$ cat src/rtl/wavhp_pkg.sv
// shared types and constants for the wav header parser
package wavhp_pkg;

    // magic words, byte 0 of the file word at index 0
    localparam logic [3:0][7:0] MAGIC_RIFF = {8'h46, 8'h46, 8'h49, 8'h52};
    localparam logic [3:0][7:0] MAGIC_WAVE = {8'h45, 8'h56, 8'h41, 8'h57};
    localparam logic [3:0][7:0] MAGIC_FMT  = {8'h20, 8'h74, 8'h6D, 8'h66};
    localparam logic [3:0][7:0] MAGIC_DATA = {8'h61, 8'h74, 8'h61, 8'h64};

    // fixed header offsets
    localparam logic [31:0] POS_WAVE_FIRST  = 32'd8;
    localparam logic [31:0] POS_CHUNK_FIRST = 32'd12;
    localparam logic [31:0] POS_FMT_LAST    = 32'd15;
    localparam logic [31:0] POS_FORMAT_LO   = 32'd20;
    localparam logic [31:0] POS_FORMAT_HI   = 32'd21;
    localparam logic [31:0] POS_CHAN_LO     = 32'd22;
    localparam logic [31:0] POS_CHAN_HI     = 32'd23;
    localparam logic [31:0] POS_RATE_FIRST  = 32'd24;
    localparam logic [31:0] POS_RATE_LAST   = 32'd27;
    localparam logic [31:0] POS_BITS_LO     = 32'd34;
    localparam logic [31:0] POS_BITS_HI     = 32'd35;
    localparam logic [31:0] POS_HDR_LAST    = 32'd43;
    localparam logic [31:0] POS_MAX         = 32'hFFFF_FFFF;

    localparam logic [15:0] PCM_FORMAT   = 16'd1;
    localparam logic [7:0]  CHAN_STEREO  = 8'd2;
    localparam logic [7:0]  BITS_WIDE    = 8'd16;
    localparam logic [2:0]  HDR_IDX_LAST = 3'd7;

    // per-request control from the sequencer to the field and chunk units
    typedef struct packed {
        logic        active;    // request is parsed (no verdict yet)
        logic        restart;   // final byte taken, return to reset state
        logic [31:0] pos;       // byte position of this request
        logic [7:0]  data;      // byte of this request
    } wavhp_ctl_t;

    // captured format fields
    typedef struct packed {
        logic        fail;
        logic [31:0] rate;
        logic [1:0]  channels;
        logic [4:0]  bits;
        logic [1:0]  shift;
    } wavhp_fmt_t;

    // chunk walk status after this request
    typedef struct packed {
        logic        seen;
        logic [31:0] start;
        logic [31:0] length;
    } wavhp_chunk_t;

endpackage

$ cat src/rtl/wavhp_if.sv
// stream interfaces for the byte input and the result output
interface wavhp_byte_if;
    logic       valid;
    logic       ready;
    logic [7:0] file_byte;
    logic       end_of_file;

    modport source (output valid, output file_byte, output end_of_file, input ready);
    modport sink   (input valid, input file_byte, input end_of_file, output ready);
endinterface

interface wavhp_result_if;
    logic        valid;
    logic        ready;
    logic        header_ok;
    logic [31:0] sample_rate;
    logic [1:0]  channel_count;
    logic [4:0]  sample_bits;
    logic [31:0] data_offset;
    logic [31:0] frame_total;

    modport source (output valid, output header_ok, output sample_rate,
                    output channel_count, output sample_bits, output data_offset,
                    output frame_total, input ready);
    modport sink   (input valid, input header_ok, input sample_rate,
                    input channel_count, input sample_bits, input data_offset,
                    input frame_total, output ready);
endinterface

$ cat src/rtl/wavhp_fields.sv
// fixed-offset header checks and format field capture
module wavhp_fields (
    input  logic                clk,
    input  logic                rst_n,
    input  wavhp_pkg::wavhp_ctl_t ctl,
    output wavhp_pkg::wavhp_fmt_t fmt
);
    import wavhp_pkg::*;

    logic [7:0]       fmt_lo_reg, fmt_lo_next;
    logic [7:0]       chan_lo_reg, chan_lo_next;
    logic [7:0]       bits_lo_reg, bits_lo_next;
    logic [3:0][7:0]  rate_reg, rate_next;
    logic             fail;
    logic [31:0]      p;
    logic [7:0]       b;
    logic [15:0]      word;
    logic [31:0]      rate_off;
    logic [31:0]      wave_off;
    logic [31:0]      fmt_off;

    assign p        = ctl.pos;
    assign b        = ctl.data;
    assign rate_off = p - POS_RATE_FIRST;
    assign wave_off = p - POS_WAVE_FIRST;
    assign fmt_off  = p - POS_CHUNK_FIRST;

    // magic and format checks, field capture
    always_comb
    begin
        fail         = 1'b0;
        fmt_lo_next  = fmt_lo_reg;
        chan_lo_next = chan_lo_reg;
        bits_lo_next = bits_lo_reg;
        rate_next    = rate_reg;
        word         = 16'd0;
        if (p < 32'd4)
        begin
            fail = (b != MAGIC_RIFF[p[1:0]]);
        end
        else if (p >= POS_WAVE_FIRST && p < POS_CHUNK_FIRST)
        begin
            fail = (b != MAGIC_WAVE[wave_off[1:0]]);
        end
        else if (p >= POS_CHUNK_FIRST && p <= POS_FMT_LAST)
        begin
            fail = (b != MAGIC_FMT[fmt_off[1:0]]);
        end
        else if (p == POS_FORMAT_LO)
        begin
            fmt_lo_next = b;
        end
        else if (p == POS_FORMAT_HI)
        begin
            word = {b, fmt_lo_reg};
            fail = (word != PCM_FORMAT);
        end
        else if (p == POS_CHAN_LO)
        begin
            chan_lo_next = b;
        end
        else if (p == POS_CHAN_HI)
        begin
            word = {b, chan_lo_reg};
            fail = (word != 16'd1) && (word != 16'd2);
        end
        else if (p >= POS_RATE_FIRST && p <= POS_RATE_LAST)
        begin
            rate_next[rate_off[1:0]] = b;
        end
        else if (p == POS_BITS_LO)
        begin
            bits_lo_next = b;
        end
        else if (p == POS_BITS_HI)
        begin
            word = {b, bits_lo_reg};
            fail = (word != 16'd8) && (word != 16'd16);
        end
    end

    // field registers
    always_ff @(posedge clk or negedge rst_n)
    begin
        if (!rst_n)
        begin
            fmt_lo_reg  <= '0;
            chan_lo_reg <= '0;
            bits_lo_reg <= '0;
            rate_reg    <= '0;
        end
        else if (ctl.restart)
        begin
            fmt_lo_reg  <= '0;
            chan_lo_reg <= '0;
            bits_lo_reg <= '0;
            rate_reg    <= '0;
        end
        else if (ctl.active)
        begin
            fmt_lo_reg  <= fmt_lo_next;
            chan_lo_reg <= chan_lo_next;
            bits_lo_reg <= bits_lo_next;
            rate_reg    <= rate_next;
        end
    end

    // values seen by the verdict; the checks have passed once ok is possible
    assign fmt.fail     = fail;
    assign fmt.rate     = rate_reg;
    assign fmt.channels = chan_lo_reg[1:0];
    assign fmt.bits     = bits_lo_reg[4:0];
    assign fmt.shift    = {1'b0, chan_lo_reg == CHAN_STEREO}
                        + {1'b0, bits_lo_reg == BITS_WIDE};

endmodule

$ cat src/rtl/wavhp_chunk.sv
// chunk list walker: skips chunks until the data chunk header
module wavhp_chunk (
    input  logic                  clk,
    input  logic                  rst_n,
    input  wavhp_pkg::wavhp_ctl_t   ctl,
    output wavhp_pkg::wavhp_chunk_t info
);
    import wavhp_pkg::*;

    logic [2:0]      idx_reg, idx_next;
    logic            is_data_reg, is_data_next;
    logic [3:0][7:0] len_reg, len_next;
    logic [31:0]     skip_reg, skip_next;
    logic            seen_reg, seen_next;
    logic [31:0]     start_reg, start_next;
    logic [31:0]     dlen_reg, dlen_next;
    logic [31:0]     full_len;

    assign full_len = {ctl.data, len_reg[2], len_reg[1], len_reg[0]};

    // one header byte or one skipped byte per request
    always_comb
    begin
        idx_next     = idx_reg;
        is_data_next = is_data_reg;
        len_next     = len_reg;
        skip_next    = skip_reg;
        seen_next    = seen_reg;
        start_next   = start_reg;
        dlen_next    = dlen_reg;
        if (ctl.active && ctl.pos >= POS_CHUNK_FIRST && !seen_reg)
        begin
            if (skip_reg != 32'd0)
            begin
                skip_next = skip_reg - 32'd1;
            end
            else if (idx_reg == HDR_IDX_LAST)
            begin
                if (is_data_reg)
                begin
                    seen_next  = 1'b1;
                    start_next = ctl.pos + 32'd1;
                    dlen_next  = full_len;
                end
                else
                begin
                    skip_next = full_len;
                end
                len_next     = '0;
                is_data_next = 1'b1;
                idx_next     = 3'd0;
            end
            else
            begin
                if (!idx_reg[2])
                begin
                    is_data_next = is_data_reg && (ctl.data == MAGIC_DATA[idx_reg[1:0]]);
                end
                else
                begin
                    len_next[idx_reg[1:0]] = ctl.data;
                end
                idx_next = idx_reg + 3'd1;
            end
        end
    end

    // walker registers
    always_ff @(posedge clk or negedge rst_n)
    begin
        if (!rst_n)
        begin
            idx_reg     <= '0;
            is_data_reg <= 1'b1;
            len_reg     <= '0;
            skip_reg    <= '0;
            seen_reg    <= 1'b0;
            start_reg   <= '0;
            dlen_reg    <= '0;
        end
        else if (ctl.restart)
        begin
            idx_reg     <= '0;
            is_data_reg <= 1'b1;
            len_reg     <= '0;
            skip_reg    <= '0;
            seen_reg    <= 1'b0;
            start_reg   <= '0;
            dlen_reg    <= '0;
        end
        else
        begin
            idx_reg     <= idx_next;
            is_data_reg <= is_data_next;
            len_reg     <= len_next;
            skip_reg    <= skip_next;
            seen_reg    <= seen_next;
            start_reg   <= start_next;
            dlen_reg    <= dlen_next;
        end
    end

    assign info.seen   = seen_next;
    assign info.start  = start_next;
    assign info.length = dlen_next;

endmodule

$ cat src/rtl/wav_header_parser.sv
// top level of the wav header parser
// Usage:
//   byte_in carries the file one byte per request, from offset zero, with
//   end_of_file set on the final byte. result_out carries one verdict per
//   file: header_ok with rate, channels, bits, data offset and frame count,
//   or a rejection with all fields zero.
// Timing:
//   one byte per cycle sustained while result_out is not stalled. A request
//   is taken into the input register, then the field and chunk units update
//   and the verdict is loaded into the result register. The verdict comes
//   on the byte that fails a check, on offset 43 (or the later data chunk
//   header end) for success, or on the final byte. Bytes after the verdict
//   are consumed and ignored until the final byte.
// Reset and stall:
//   rst_n clears the parser to offset zero with no verdict pending. After
//   the final byte the parser restarts on its own for the next file.
//   When result_out is stalled with a result held, the input register
//   still fills, and byte_in deasserts ready until the result is taken.
module wav_header_parser (
    input  logic          clk,
    input  logic          rst_n,
    wavhp_byte_if.sink    byte_in,
    wavhp_result_if.source result_out
);
    import wavhp_pkg::*;

    // input register
    logic        in_valid_reg;
    logic [7:0]  in_byte_reg;
    logic        in_eof_reg;

    // sequencer state
    logic [31:0] pos_reg, pos_next;
    logic        verdict_reg, verdict_next;

    // result register
    logic        out_valid_reg;
    logic        ok_reg;
    logic [31:0] rate_reg;
    logic [1:0]  chan_reg;
    logic [4:0]  bits_reg;
    logic [31:0] offset_reg;
    logic [31:0] frames_reg;

    logic         step;
    logic         emit_now;
    logic         emit_ok;
    logic         load;
    wavhp_ctl_t   ctl;
    wavhp_fmt_t   fmt;
    wavhp_chunk_t chunk;

    assign step          = in_valid_reg && (!out_valid_reg || result_out.ready);
    assign byte_in.ready = !in_valid_reg || step;

    // input register
    always_ff @(posedge clk or negedge rst_n)
    begin
        if (!rst_n)
        begin
            in_valid_reg <= 1'b0;
        end
        else if (byte_in.ready)
        begin
            in_valid_reg <= byte_in.valid;
        end
    end

    always_ff @(posedge clk)
    begin
        if (byte_in.valid && byte_in.ready)
        begin
            in_byte_reg <= byte_in.file_byte;
            in_eof_reg  <= byte_in.end_of_file;
        end
    end

    assign ctl.active  = step && !verdict_reg;
    assign ctl.restart = step && in_eof_reg;
    assign ctl.pos     = pos_reg;
    assign ctl.data    = in_byte_reg;

    wavhp_fields u_fields (
        .clk   (clk),
        .rst_n (rst_n),
        .ctl   (ctl),
        .fmt   (fmt)
    );

    wavhp_chunk u_chunk (
        .clk   (clk),
        .rst_n (rst_n),
        .ctl   (ctl),
        .info  (chunk)
    );

    // verdict for this request
    assign emit_ok  = !fmt.fail && chunk.seen && (pos_reg >= POS_HDR_LAST);
    assign emit_now = ctl.active && (fmt.fail || emit_ok);
    assign load     = emit_now || (step && in_eof_reg && !verdict_reg);

    // position and verdict tracking
    always_comb
    begin
        pos_next     = pos_reg;
        verdict_next = verdict_reg;
        if (step)
        begin
            if (in_eof_reg)
            begin
                pos_next     = '0;
                verdict_next = 1'b0;
            end
            else if (!verdict_reg)
            begin
                verdict_next = emit_now;
                if (pos_reg != POS_MAX)
                begin
                    pos_next = pos_reg + 32'd1;
                end
            end
        end
    end

    always_ff @(posedge clk or negedge rst_n)
    begin
        if (!rst_n)
        begin
            pos_reg     <= '0;
            verdict_reg <= 1'b0;
        end
        else
        begin
            pos_reg     <= pos_next;
            verdict_reg <= verdict_next;
        end
    end

    // result register
    always_ff @(posedge clk or negedge rst_n)
    begin
        if (!rst_n)
        begin
            out_valid_reg <= 1'b0;
        end
        else if (load)
        begin
            out_valid_reg <= 1'b1;
        end
        else if (result_out.ready)
        begin
            out_valid_reg <= 1'b0;
        end
    end

    always_ff @(posedge clk)
    begin
        if (load)
        begin
            if (emit_now && emit_ok)
            begin
                ok_reg     <= 1'b1;
                rate_reg   <= fmt.rate;
                chan_reg   <= fmt.channels;
                bits_reg   <= fmt.bits;
                offset_reg <= chunk.start;
                frames_reg <= chunk.length >> fmt.shift;
            end
            else
            begin
                ok_reg     <= 1'b0;
                rate_reg   <= '0;
                chan_reg   <= '0;
                bits_reg   <= '0;
                offset_reg <= '0;
                frames_reg <= '0;
            end
        end
    end

    assign result_out.valid         = out_valid_reg;
    assign result_out.header_ok     = ok_reg;
    assign result_out.sample_rate   = rate_reg;
    assign result_out.channel_count = chan_reg;
    assign result_out.sample_bits   = bits_reg;
    assign result_out.data_offset   = offset_reg;
    assign result_out.frame_total   = frames_reg;

    // accepted results carry a legal format
    a_ok_channels: assert property (@(posedge clk) disable iff (!rst_n)
        out_valid_reg && ok_reg |-> chan_reg == 2'd1 || chan_reg == 2'd2)
        else $error("ok result with bad channel count");

    a_ok_bits: assert property (@(posedge clk) disable iff (!rst_n)
        out_valid_reg && ok_reg |-> bits_reg == 5'd8 || bits_reg == 5'd16)
        else $error("ok result with bad sample bits");

    // rejections carry zero rate, offset and frame fields
    a_reject_zero: assert property (@(posedge clk) disable iff (!rst_n)
        out_valid_reg && !ok_reg |-> rate_reg == 32'd0 && offset_reg == 32'd0
                                     && frames_reg == 32'd0)
        else $error("rejection with nonzero fields");

    // final byte returns the sequencer to offset zero
    a_restart: assert property (@(posedge clk) disable iff (!rst_n)
        step && in_eof_reg |=> pos_reg == 32'd0 && !verdict_reg)
        else $error("parser did not restart after final byte");

    // no second verdict for the same file
    a_one_verdict: assert property (@(posedge clk) disable iff (!rst_n)
        verdict_reg && step && !in_eof_reg |-> !load)
        else $error("second verdict in one file");

endmodule
$ cat src/flat_wrapper.sv
// flat-port wrapper written by rule: the top's interface ports become plain ports
module wav_header_parser_flat import wavhp_pkg::*;
  (clk, rst_n, byte_in_valid, byte_in_file_byte, byte_in_end_of_file, byte_in_ready, result_out_valid, result_out_header_ok, result_out_sample_rate, result_out_channel_count, result_out_sample_bits, result_out_data_offset, result_out_frame_total, result_out_ready);
  wavhp_byte_if byte_in_i ();
  wavhp_result_if result_out_i ();
  input  logic clk;
  input  logic rst_n;
  input wire logic [$bits(byte_in_i.valid)-1:0] byte_in_valid;
  input wire logic [$bits(byte_in_i.file_byte)-1:0] byte_in_file_byte;
  input wire logic [$bits(byte_in_i.end_of_file)-1:0] byte_in_end_of_file;
  output wire logic [$bits(byte_in_i.ready)-1:0] byte_in_ready;
  output wire logic [$bits(result_out_i.valid)-1:0] result_out_valid;
  output wire logic [$bits(result_out_i.header_ok)-1:0] result_out_header_ok;
  output wire logic [$bits(result_out_i.sample_rate)-1:0] result_out_sample_rate;
  output wire logic [$bits(result_out_i.channel_count)-1:0] result_out_channel_count;
  output wire logic [$bits(result_out_i.sample_bits)-1:0] result_out_sample_bits;
  output wire logic [$bits(result_out_i.data_offset)-1:0] result_out_data_offset;
  output wire logic [$bits(result_out_i.frame_total)-1:0] result_out_frame_total;
  input wire logic [$bits(result_out_i.ready)-1:0] result_out_ready;
  assign byte_in_i.valid = byte_in_valid;
  assign byte_in_i.file_byte = byte_in_file_byte;
  assign byte_in_i.end_of_file = byte_in_end_of_file;
  assign byte_in_ready = byte_in_i.ready;
  assign result_out_valid = result_out_i.valid;
  assign result_out_header_ok = result_out_i.header_ok;
  assign result_out_sample_rate = result_out_i.sample_rate;
  assign result_out_channel_count = result_out_i.channel_count;
  assign result_out_sample_bits = result_out_i.sample_bits;
  assign result_out_data_offset = result_out_i.data_offset;
  assign result_out_frame_total = result_out_i.frame_total;
  assign result_out_i.ready = result_out_ready;
  wav_header_parser u_core (.clk(clk), .rst_n(rst_n), .byte_in(byte_in_i), .result_out(result_out_i));
endmodule
$ cat config.mk
export PLATFORM = sky130hd
export DESIGN_NAME = wav_header_parser_flat
export DESIGN_NICKNAME = d
export VERILOG_FILES = /design/src/rtl/wavhp_pkg.sv /design/src/rtl/wavhp_if.sv /design/src/rtl/wavhp_fields.sv /design/src/rtl/wavhp_chunk.sv /design/src/rtl/wav_header_parser.sv /design/src/flat_wrapper.sv
export SDC_FILE = /design/constraint.sdc
export NUM_CORES = 1
export LEC_CHECK = 0
export ABC_CLOCK_PERIOD_IN_PS = 10900
export BUFFER_PORTS_ARGS = -buffer_cell sky130_fd_sc_hd__buf_2
export CAP_MARGIN = 20
export CORE_ASPECT_RATIO = 2
export CORE_UTILIZATION = 60
export DETAILED_ROUTE_END_ITERATION = 7
export PLACE_DENSITY = 0.89
export SETUP_SLACK_MARGIN = 0.5
export SYNTH_ARGS = -nofsm -noshare
export SYNTH_HDL_FRONTEND = slang
export SYNTH_SLANG_ARGS = --single-unit
export TNS_END_PERCENT = 10
$ cat constraint.sdc
create_clock -name clk -period 10.9 [get_ports clk]
set_input_delay 2.18 -clock clk [delete_from_list [all_inputs] [get_ports clk]]
set_output_delay 2.18 -clock clk [all_outputs]
set_load 0.05 [all_outputs]
### After elaboration in Yosys (flattened, before gate mapping)

Index checks and enable logic that the tools add are counted.

* add/subtract/negate cells: 7
* $lt $le $gt $ge: 15
* equality and inequality tests: 31
* shifts and indexed selects: 1
* mux-type cells: 101
* reduce and logical (&&, ||, !) cells: 48

Operators with widths (count)
* 2-to-1 mux 32 bit: 33
* 2-to-1 mux 8 bit: 31
* == test 32 x 5 -> 1 bit (second input constant): 4
* binary-select mux 8 bit (select 2 bit): 4
* bitwise mux 32 bit: 2
* == test 32 x 6 -> 1 bit (second input constant): 2
* >= comparator 32 x 4 -> 1 bit (second input constant): 2
* adder 32 x 1 -> 32 bit (second input constant): 1
* demux 8 bit (select 2 bit): 2
* >= comparator 32 x 5 -> 1 bit (second input constant): 1
* >= comparator 32 x 6 -> 1 bit (second input constant): 1
* <= comparator 32 x 4 -> 1 bit (second input constant): 1
* <= comparator 32 x 5 -> 1 bit (second input constant): 1
* < comparator 32 x 3 -> 1 bit (second input constant): 1
* < comparator 32 x 4 -> 1 bit (second input constant): 1
* inequality test 16 x 1 -> 1 bit (second input constant): 2
* inequality test 32 bit (second input constant): 1
* nonzero test 32 bit: 1
* >> shifter 32 x 2 -> 32 bit: 1
* subtractor 32 x 1 -> 32 bit (second input constant): 1
* 2-to-1 mux 1 bit: 25
* inequality test 8 bit: 3
* inequality test 2 x 1 -> 1 bit (second input constant): 10
* logical AND 1 bit: 19
* other kinds (24): 53

* bits in registers: 337
* output and inout bits: 106
* logic and storage cells: 232

### Depth between registers and ports, before layout

* depth after elaboration: 19
* depth in mapped cells: 11

### Hierarchy

A second synthesis with hierarchy kept.

* cell total of the unflattened synthesis: 1674
* area, all modules: 17199.0 µm²

By module, submodules not included
* wavhp_chunk: times used 1, cells an instance 897, area each 7277.0 µm²
* wav_header_parser: times used 1, cells an instance 505, area each 7008.0 µm²
* wavhp_fields: times used 1, cells an instance 272, area each 2914.0 µm²

### Worst setup path after synthesis

OpenSTA, ideal clock, no wires.

* path kind: input to register
* start: in result_out_ready
* end: reg u_core.chan_reg[0] (netlist: u_core.result_out.channel_count[0]) (enable)
* library setup time: 601 ps
* arrival time: 8260 ps
* path slack: 2039 ps
* stages on the path: 6
* path through: nand2b_1 nand3_1 a311o_4 o21bai_1 a21oi_1 a21oi_1

* cells in the longest elaborated chain, start to end: 11

Ends and longest elaborated chain
* start, declared: RTL line flat_wrapper.sv:19 `input wire logic [$bits(result_out_i.ready)-1:0] result_out_ready;`
* logical OR 1 bit (*): RTL line wav_header_parser.sv:53 `assign step = in_valid_reg && (!out_valid_reg || result_out.ready);`
* logical AND 1 bit (*): RTL line wav_header_parser.sv:53
* logical AND 1 bit: RTL line wav_header_parser.sv:78 `assign ctl.active = step && !verdict_reg;`
* logical AND 1 bit (2 in a row): RTL line wavhp_chunk.sv:31 `if (ctl.active && ctl.pos >= POS_CHUNK_FIRST && !seen_reg)`
* 2-to-1 mux 1 bit: RTL line wavhp_chunk.sv:31
* logical AND 1 bit (2 in a row): RTL line wav_header_parser.sv:98 `assign emit_ok = !fmt.fail && chunk.seen && (pos_reg >= POS_HDR_LAST);`
* logical OR 1 bit: RTL line wav_header_parser.sv:99 `assign emit_now = ctl.active && (fmt.fail || emit_ok);`
* logical AND 1 bit: RTL line wav_header_parser.sv:99
* logical OR 1 bit (*): RTL line wav_header_parser.sv:100 `assign load = emit_now || (step && in_eof_reg && !verdict_reg);`
* via u_core.load: RTL line wav_header_parser.sv:48 `logic load;`
* end signal, assigned: RTL line wav_header_parser.sv:164 `chan_reg <= fmt.channels;`
* end, declared: RTL line wav_header_parser.sv:40 `logic [1:0] chan_reg;`

The timed path passes the listed nets; every way through them passes the cells marked *.
A chain may end at the register's enable or synchronous reset.

### Final worst setup path

* start: in result_out_ready
* end: out byte_in_ready

* cells in the longest elaborated chain, start to end: 3

Ends and longest elaborated chain
* logical OR 1 bit: RTL line wav_header_parser.sv:53
* logical AND 1 bit: RTL line wav_header_parser.sv:53
* logical OR 1 bit: RTL line wav_header_parser.sv:54 `assign byte_in.ready = !in_valid_reg || step;`
* end, declared: RTL line flat_wrapper.sv:11 `output wire logic [$bits(byte_in_i.ready)-1:0] byte_in_ready;`

Every way passes these cells.

==> summary.md <==
| Metric | Value |
|---|---|
| Status | `finished clean` |
| Synth Area in Compound Gates | `11.4%` |
| Vias | `13100` |
| Detailed placement HPWL | `28800 um` |
| Share of cells above drive strength 1 | `15.6%` |
| Crit path cell chain | `buf_2 > nor2b_1 > nand2_1 > buf_2` |
| Largest net degree at the start of global routing | `84` |
| Die span in x | `119 um` |
| FFs w/ async S/R, synth | `65.7%` |
| Clock transition at path regs | `0.07 ns` |
| Number of DRC markers in iteration 0 | `1117` |
| Commonest cells in the synthesized netlist | `dfrtp_1 (215), nor2_1 (161), edfxtp_1 (113)` |
| Drt pass-1 iters | `6` |
| Area Overhead vs Synth | `9.61%` |
| I/O Buffers | `118` |
| Worst setup SP type | `input port` |
| CP max-delay cell | `buf_2` |
| Post-synthesis mux area share | `9.06%` |
| PostCTS Resize Cnt | `0` |
| Clk sinks | `329` |
| Met1 GRT Util | `34.7%` |
| Post-synth design cell area | `16400 um^2` |
| Crit path DAT | `2.92 ns` |
| Relative slew margins | `26.7%` |
| Hold Crit Class | `flop to flop` |
| Yosys top cell area share | `32.7%` |
| Antenna Cells | `0` |
| FF+latch count, synth | `329` |
| Main combinational cell family by area after synthesis | `simple AND/OR/NAND/NOR gates` |
| Average wire per standard cell | `22.7 um` |
| Io pins | `119` |
| CTS HTree Levels | `1` |
| Post-CTS Hold Fix Bufs | `0` |
| Area contributors post-synth | `dfrtp_1 (33%), edfxtp_1 (21%), mux2i_1 (4.7%), mux4_2 (4.2%), nor2_1 (3.7%)` |
| Starting Density | `61.1%` |
| Latest clock arrival within the worst-skew pair | `0.58 ns` |
| Final #Nets | `1601` |
| Routability congestion estimate from global placement | `0.993` |
| CP required | `8.72 ns` |
| Final-report setup violation count | `0` |
| Most frequent cell after synthesis | `dfrtp_1` |
| Max Clock Freq | `196 MHz` |
| Worst path max stage delay | `0.25 ns` |
| Die Ht | `236 um` |
| Sum Neg Setup Slack | `0 ns` |
| VDD IR max | `0.185 mV` |
| Routed Antenna Nets | `0` |
| Cells after Synth | `1518` |
| Initial antenna violation count | `0` |
| Vias in the first global route | `13100` |
| Post-synthesis xor/xnor area fraction | `1.49%` |
| FP Rows | `85` |
| Ys Warns | `0` |
| Placement-stage cell area | `17100 um^2` |
| WP buf/inv | `2` |
| Core outline area | `26900 um^2` |
| Static leakage | `7.36 nW` |
| Die area | `28100 um^2` |
| Mapped Nets | `1553` |
| Post-synthesis sequential area ratio | `53.5%` |
| Max Slew Vio Count | `0` |
| Tot GR Track Use | `31.9%` |
| Crit. End Element | `output port` |
| Crit path max fanout | `3` |
| Routed wire length | `43900 um` |
| TritonCTS Buffers | `28` |
| Pwr/cell area | `242 nW/um^2` |
| CTS tree | `done` |
| Slew @ Worst Pin | `1.10 ns` |
| Drt via density | `6.76` |
| RSZ-0062 raised after global routing | `false` |
| GR met2 Demand/Resource | `55.4%` |
| Max cap viols | `0` |
| FILL cells | `1888` |
| First-pass GRT wire length | `69500 um` |
| Final period util | `46.8%` |
| Met3 Use GR | `4.50%` |
| Gr ovfl total | `0` |
| Layer with the highest usage | `met2` |
| Simple-gate portion of the synthesized area | `18.7%` |
| Worst-case clock buffer depth | `3` |
| Leading area contributor after synthesis | `dfrtp_1` |
| Post-route cell area | `18000 um^2` |
| Top cell family by delay on the critical path | `simple AND/OR/NAND/NOR gates` |
| Top_reg_cell synth | `dfrtp_1` |
| Final hold vios | `0` |
| Worst Skew | `0.0241 ns` |
| Post-synth cell types | `77` |
| Post-CTS Setup Repair Bufs | `0` |
| Worst setup path category | `input port to output port` |
| Post-synth EDFFs | `113` |
| Min Tclk post-route | `5.10 ns` |
| Syn avg cell area | `10.8 um^2` |
| # DRC | `0` |
| Root Driver | `clkbuf_16` |
| Adder-Cell Fraction of Synth Area | `1.67%` |
| CP most frequent cell | `buf_2` |
-- metrics by stage --
step | utilization (%) | hold WS, ns | std cells | total power [mW] | setup WS [ns]
global route | 67.0 | 0.510 | 1936 | 4.52 | 5.64
CTS | 66.8 | 0.486 | 1934 | 4.31 | 5.82
floorplan | - | 0.450 | 1518 | 2.95 | 2.04
detailed placement | 63.5 | 0.472 | 1882 | 3.33 | 5.38
global placement | 63.5 | 0.462 | 1881 | 3.29 | 4.71
finish | 67.0 | 0.486 | 1936 | 4.36 | 5.80
-- power by group --
group          internal, mW  switching [mW]  leakage (nW)  total (mW)
clock network         0.507           0.474         0.423       0.982
registers              1.53           0.180          4.08        1.71
logic                 0.419            1.25          2.86        1.67
total                  2.45            1.90          7.36        4.36
-- metal layers --
metal  routed length, um  share of wire [%]
met5                   0                  0
met4                3860                8.8
met3                3250                7.4
met2               22600                 51
met1               14200                 32
-- worst reg2reg max path: stages, from the launching register on --
cell and delay, ns:
dfrtp_1 0.47, ha_1 0.23, ha_1 0.67, nand2_1 0.18, a311o_4 0.44, nor4_4 0.38, buf_4 0.83, buf_4 0.56
mux2i_1 0.36, nor2_1 0.08
-- final cells by class --
type,instances,area [um^2],share of cell area [%]
Clock buffer,34,764,4.24
Clock inverter,18,125,0.694
Timing Repair Buffer,136,766,4.25
Multi-Input combinational cell,1038,7010,38.9
Sequential cell,329,8800,48.8
Tap cell,348,435,2.42
Inverter,33,124,0.687
-- path summary, 6_finish.rpt --
check / slack (ns) / cells past startpoint / endpoint / from
max: 5.80 / 4 / byte_in_ready / result_out_ready
min reg2reg: 0.49 / 2 / u_core.u_fields.fmt_lo_reg[2] / u_core.u_fields.fmt_lo_reg[2]
min: 0.49 / 2 / u_core.u_fields.fmt_lo_reg[2] / u_core.u_fields.fmt_lo_reg[2]
min in group asynchronous: 1.64 / 1 / u_core.u_chunk.start_reg[16] / rst_n
max in group asynchronous: 7.73 / 2 / u_core.u_fields.fmt[37] / rst_n
max reg2reg: 6.46 / 9 / u_core.result_out.data_offset[0] / u_core.u_chunk.idx_reg[0]
-- cells by family (layout without fill, tap and decap cells) --
logic type                 count (synthesis)  count (layout)
and+or+nand+nor                          592             592
DFF                                      329             329
AOI/OAI and AO/OA                        286             286
buffers and inverters                    151             221
muxes                                    110             110
xor gates and xnor gates                  28              28
adders and majority gates                 22              22
-- cells in the final DEF, fill, tap and decap left out, types with 5 or more instances in the layout --
| cell | count |
|---|---|
| or3_1 | 11 |
| a211oi_1 | 22 |
| nand4_1 | 24 |
| and3_1 | 11 |
| a22o_1 | 29 |
| o211ai_1 | 14 |
| o2bb2ai_1 | 13 |
| nor2_1 | 160 |
| ha_1 | 22 |
| clkbuf_16 | 29 |
| edfxtp_1 | 113 |
| nor4_1 | 30 |
| a21oi_1 | 73 |
| mux2i_1 | 78 |
| nor3_1 | 34 |
| nand2_1 | 100 |
| o21ai_0 | 61 |
| nor3_2 | 6 |
| nand2b_1 | 5 |
| or2_2 | 5 |
| a21o_1 | 6 |
| nand3_1 | 82 |
| clkinvlp_4 | 5 |
| nor3b_1 | 8 |
| nor2b_1 | 12 |
| o22ai_1 | 29 |
| xor2_1 | 10 |
| mux4_2 | 31 |
| or4_1 | 15 |
| inv_1 | 33 |
| dfrtp_1 | 215 |
| buf_2 | 117 |
| and4_1 | 5 |
| a211o_1 | 6 |
| buf_4 | 15 |
| xnor2_1 | 18 |
| and2_1 | 51 |
No activity file was read; power rests on OpenSTA's default activity.
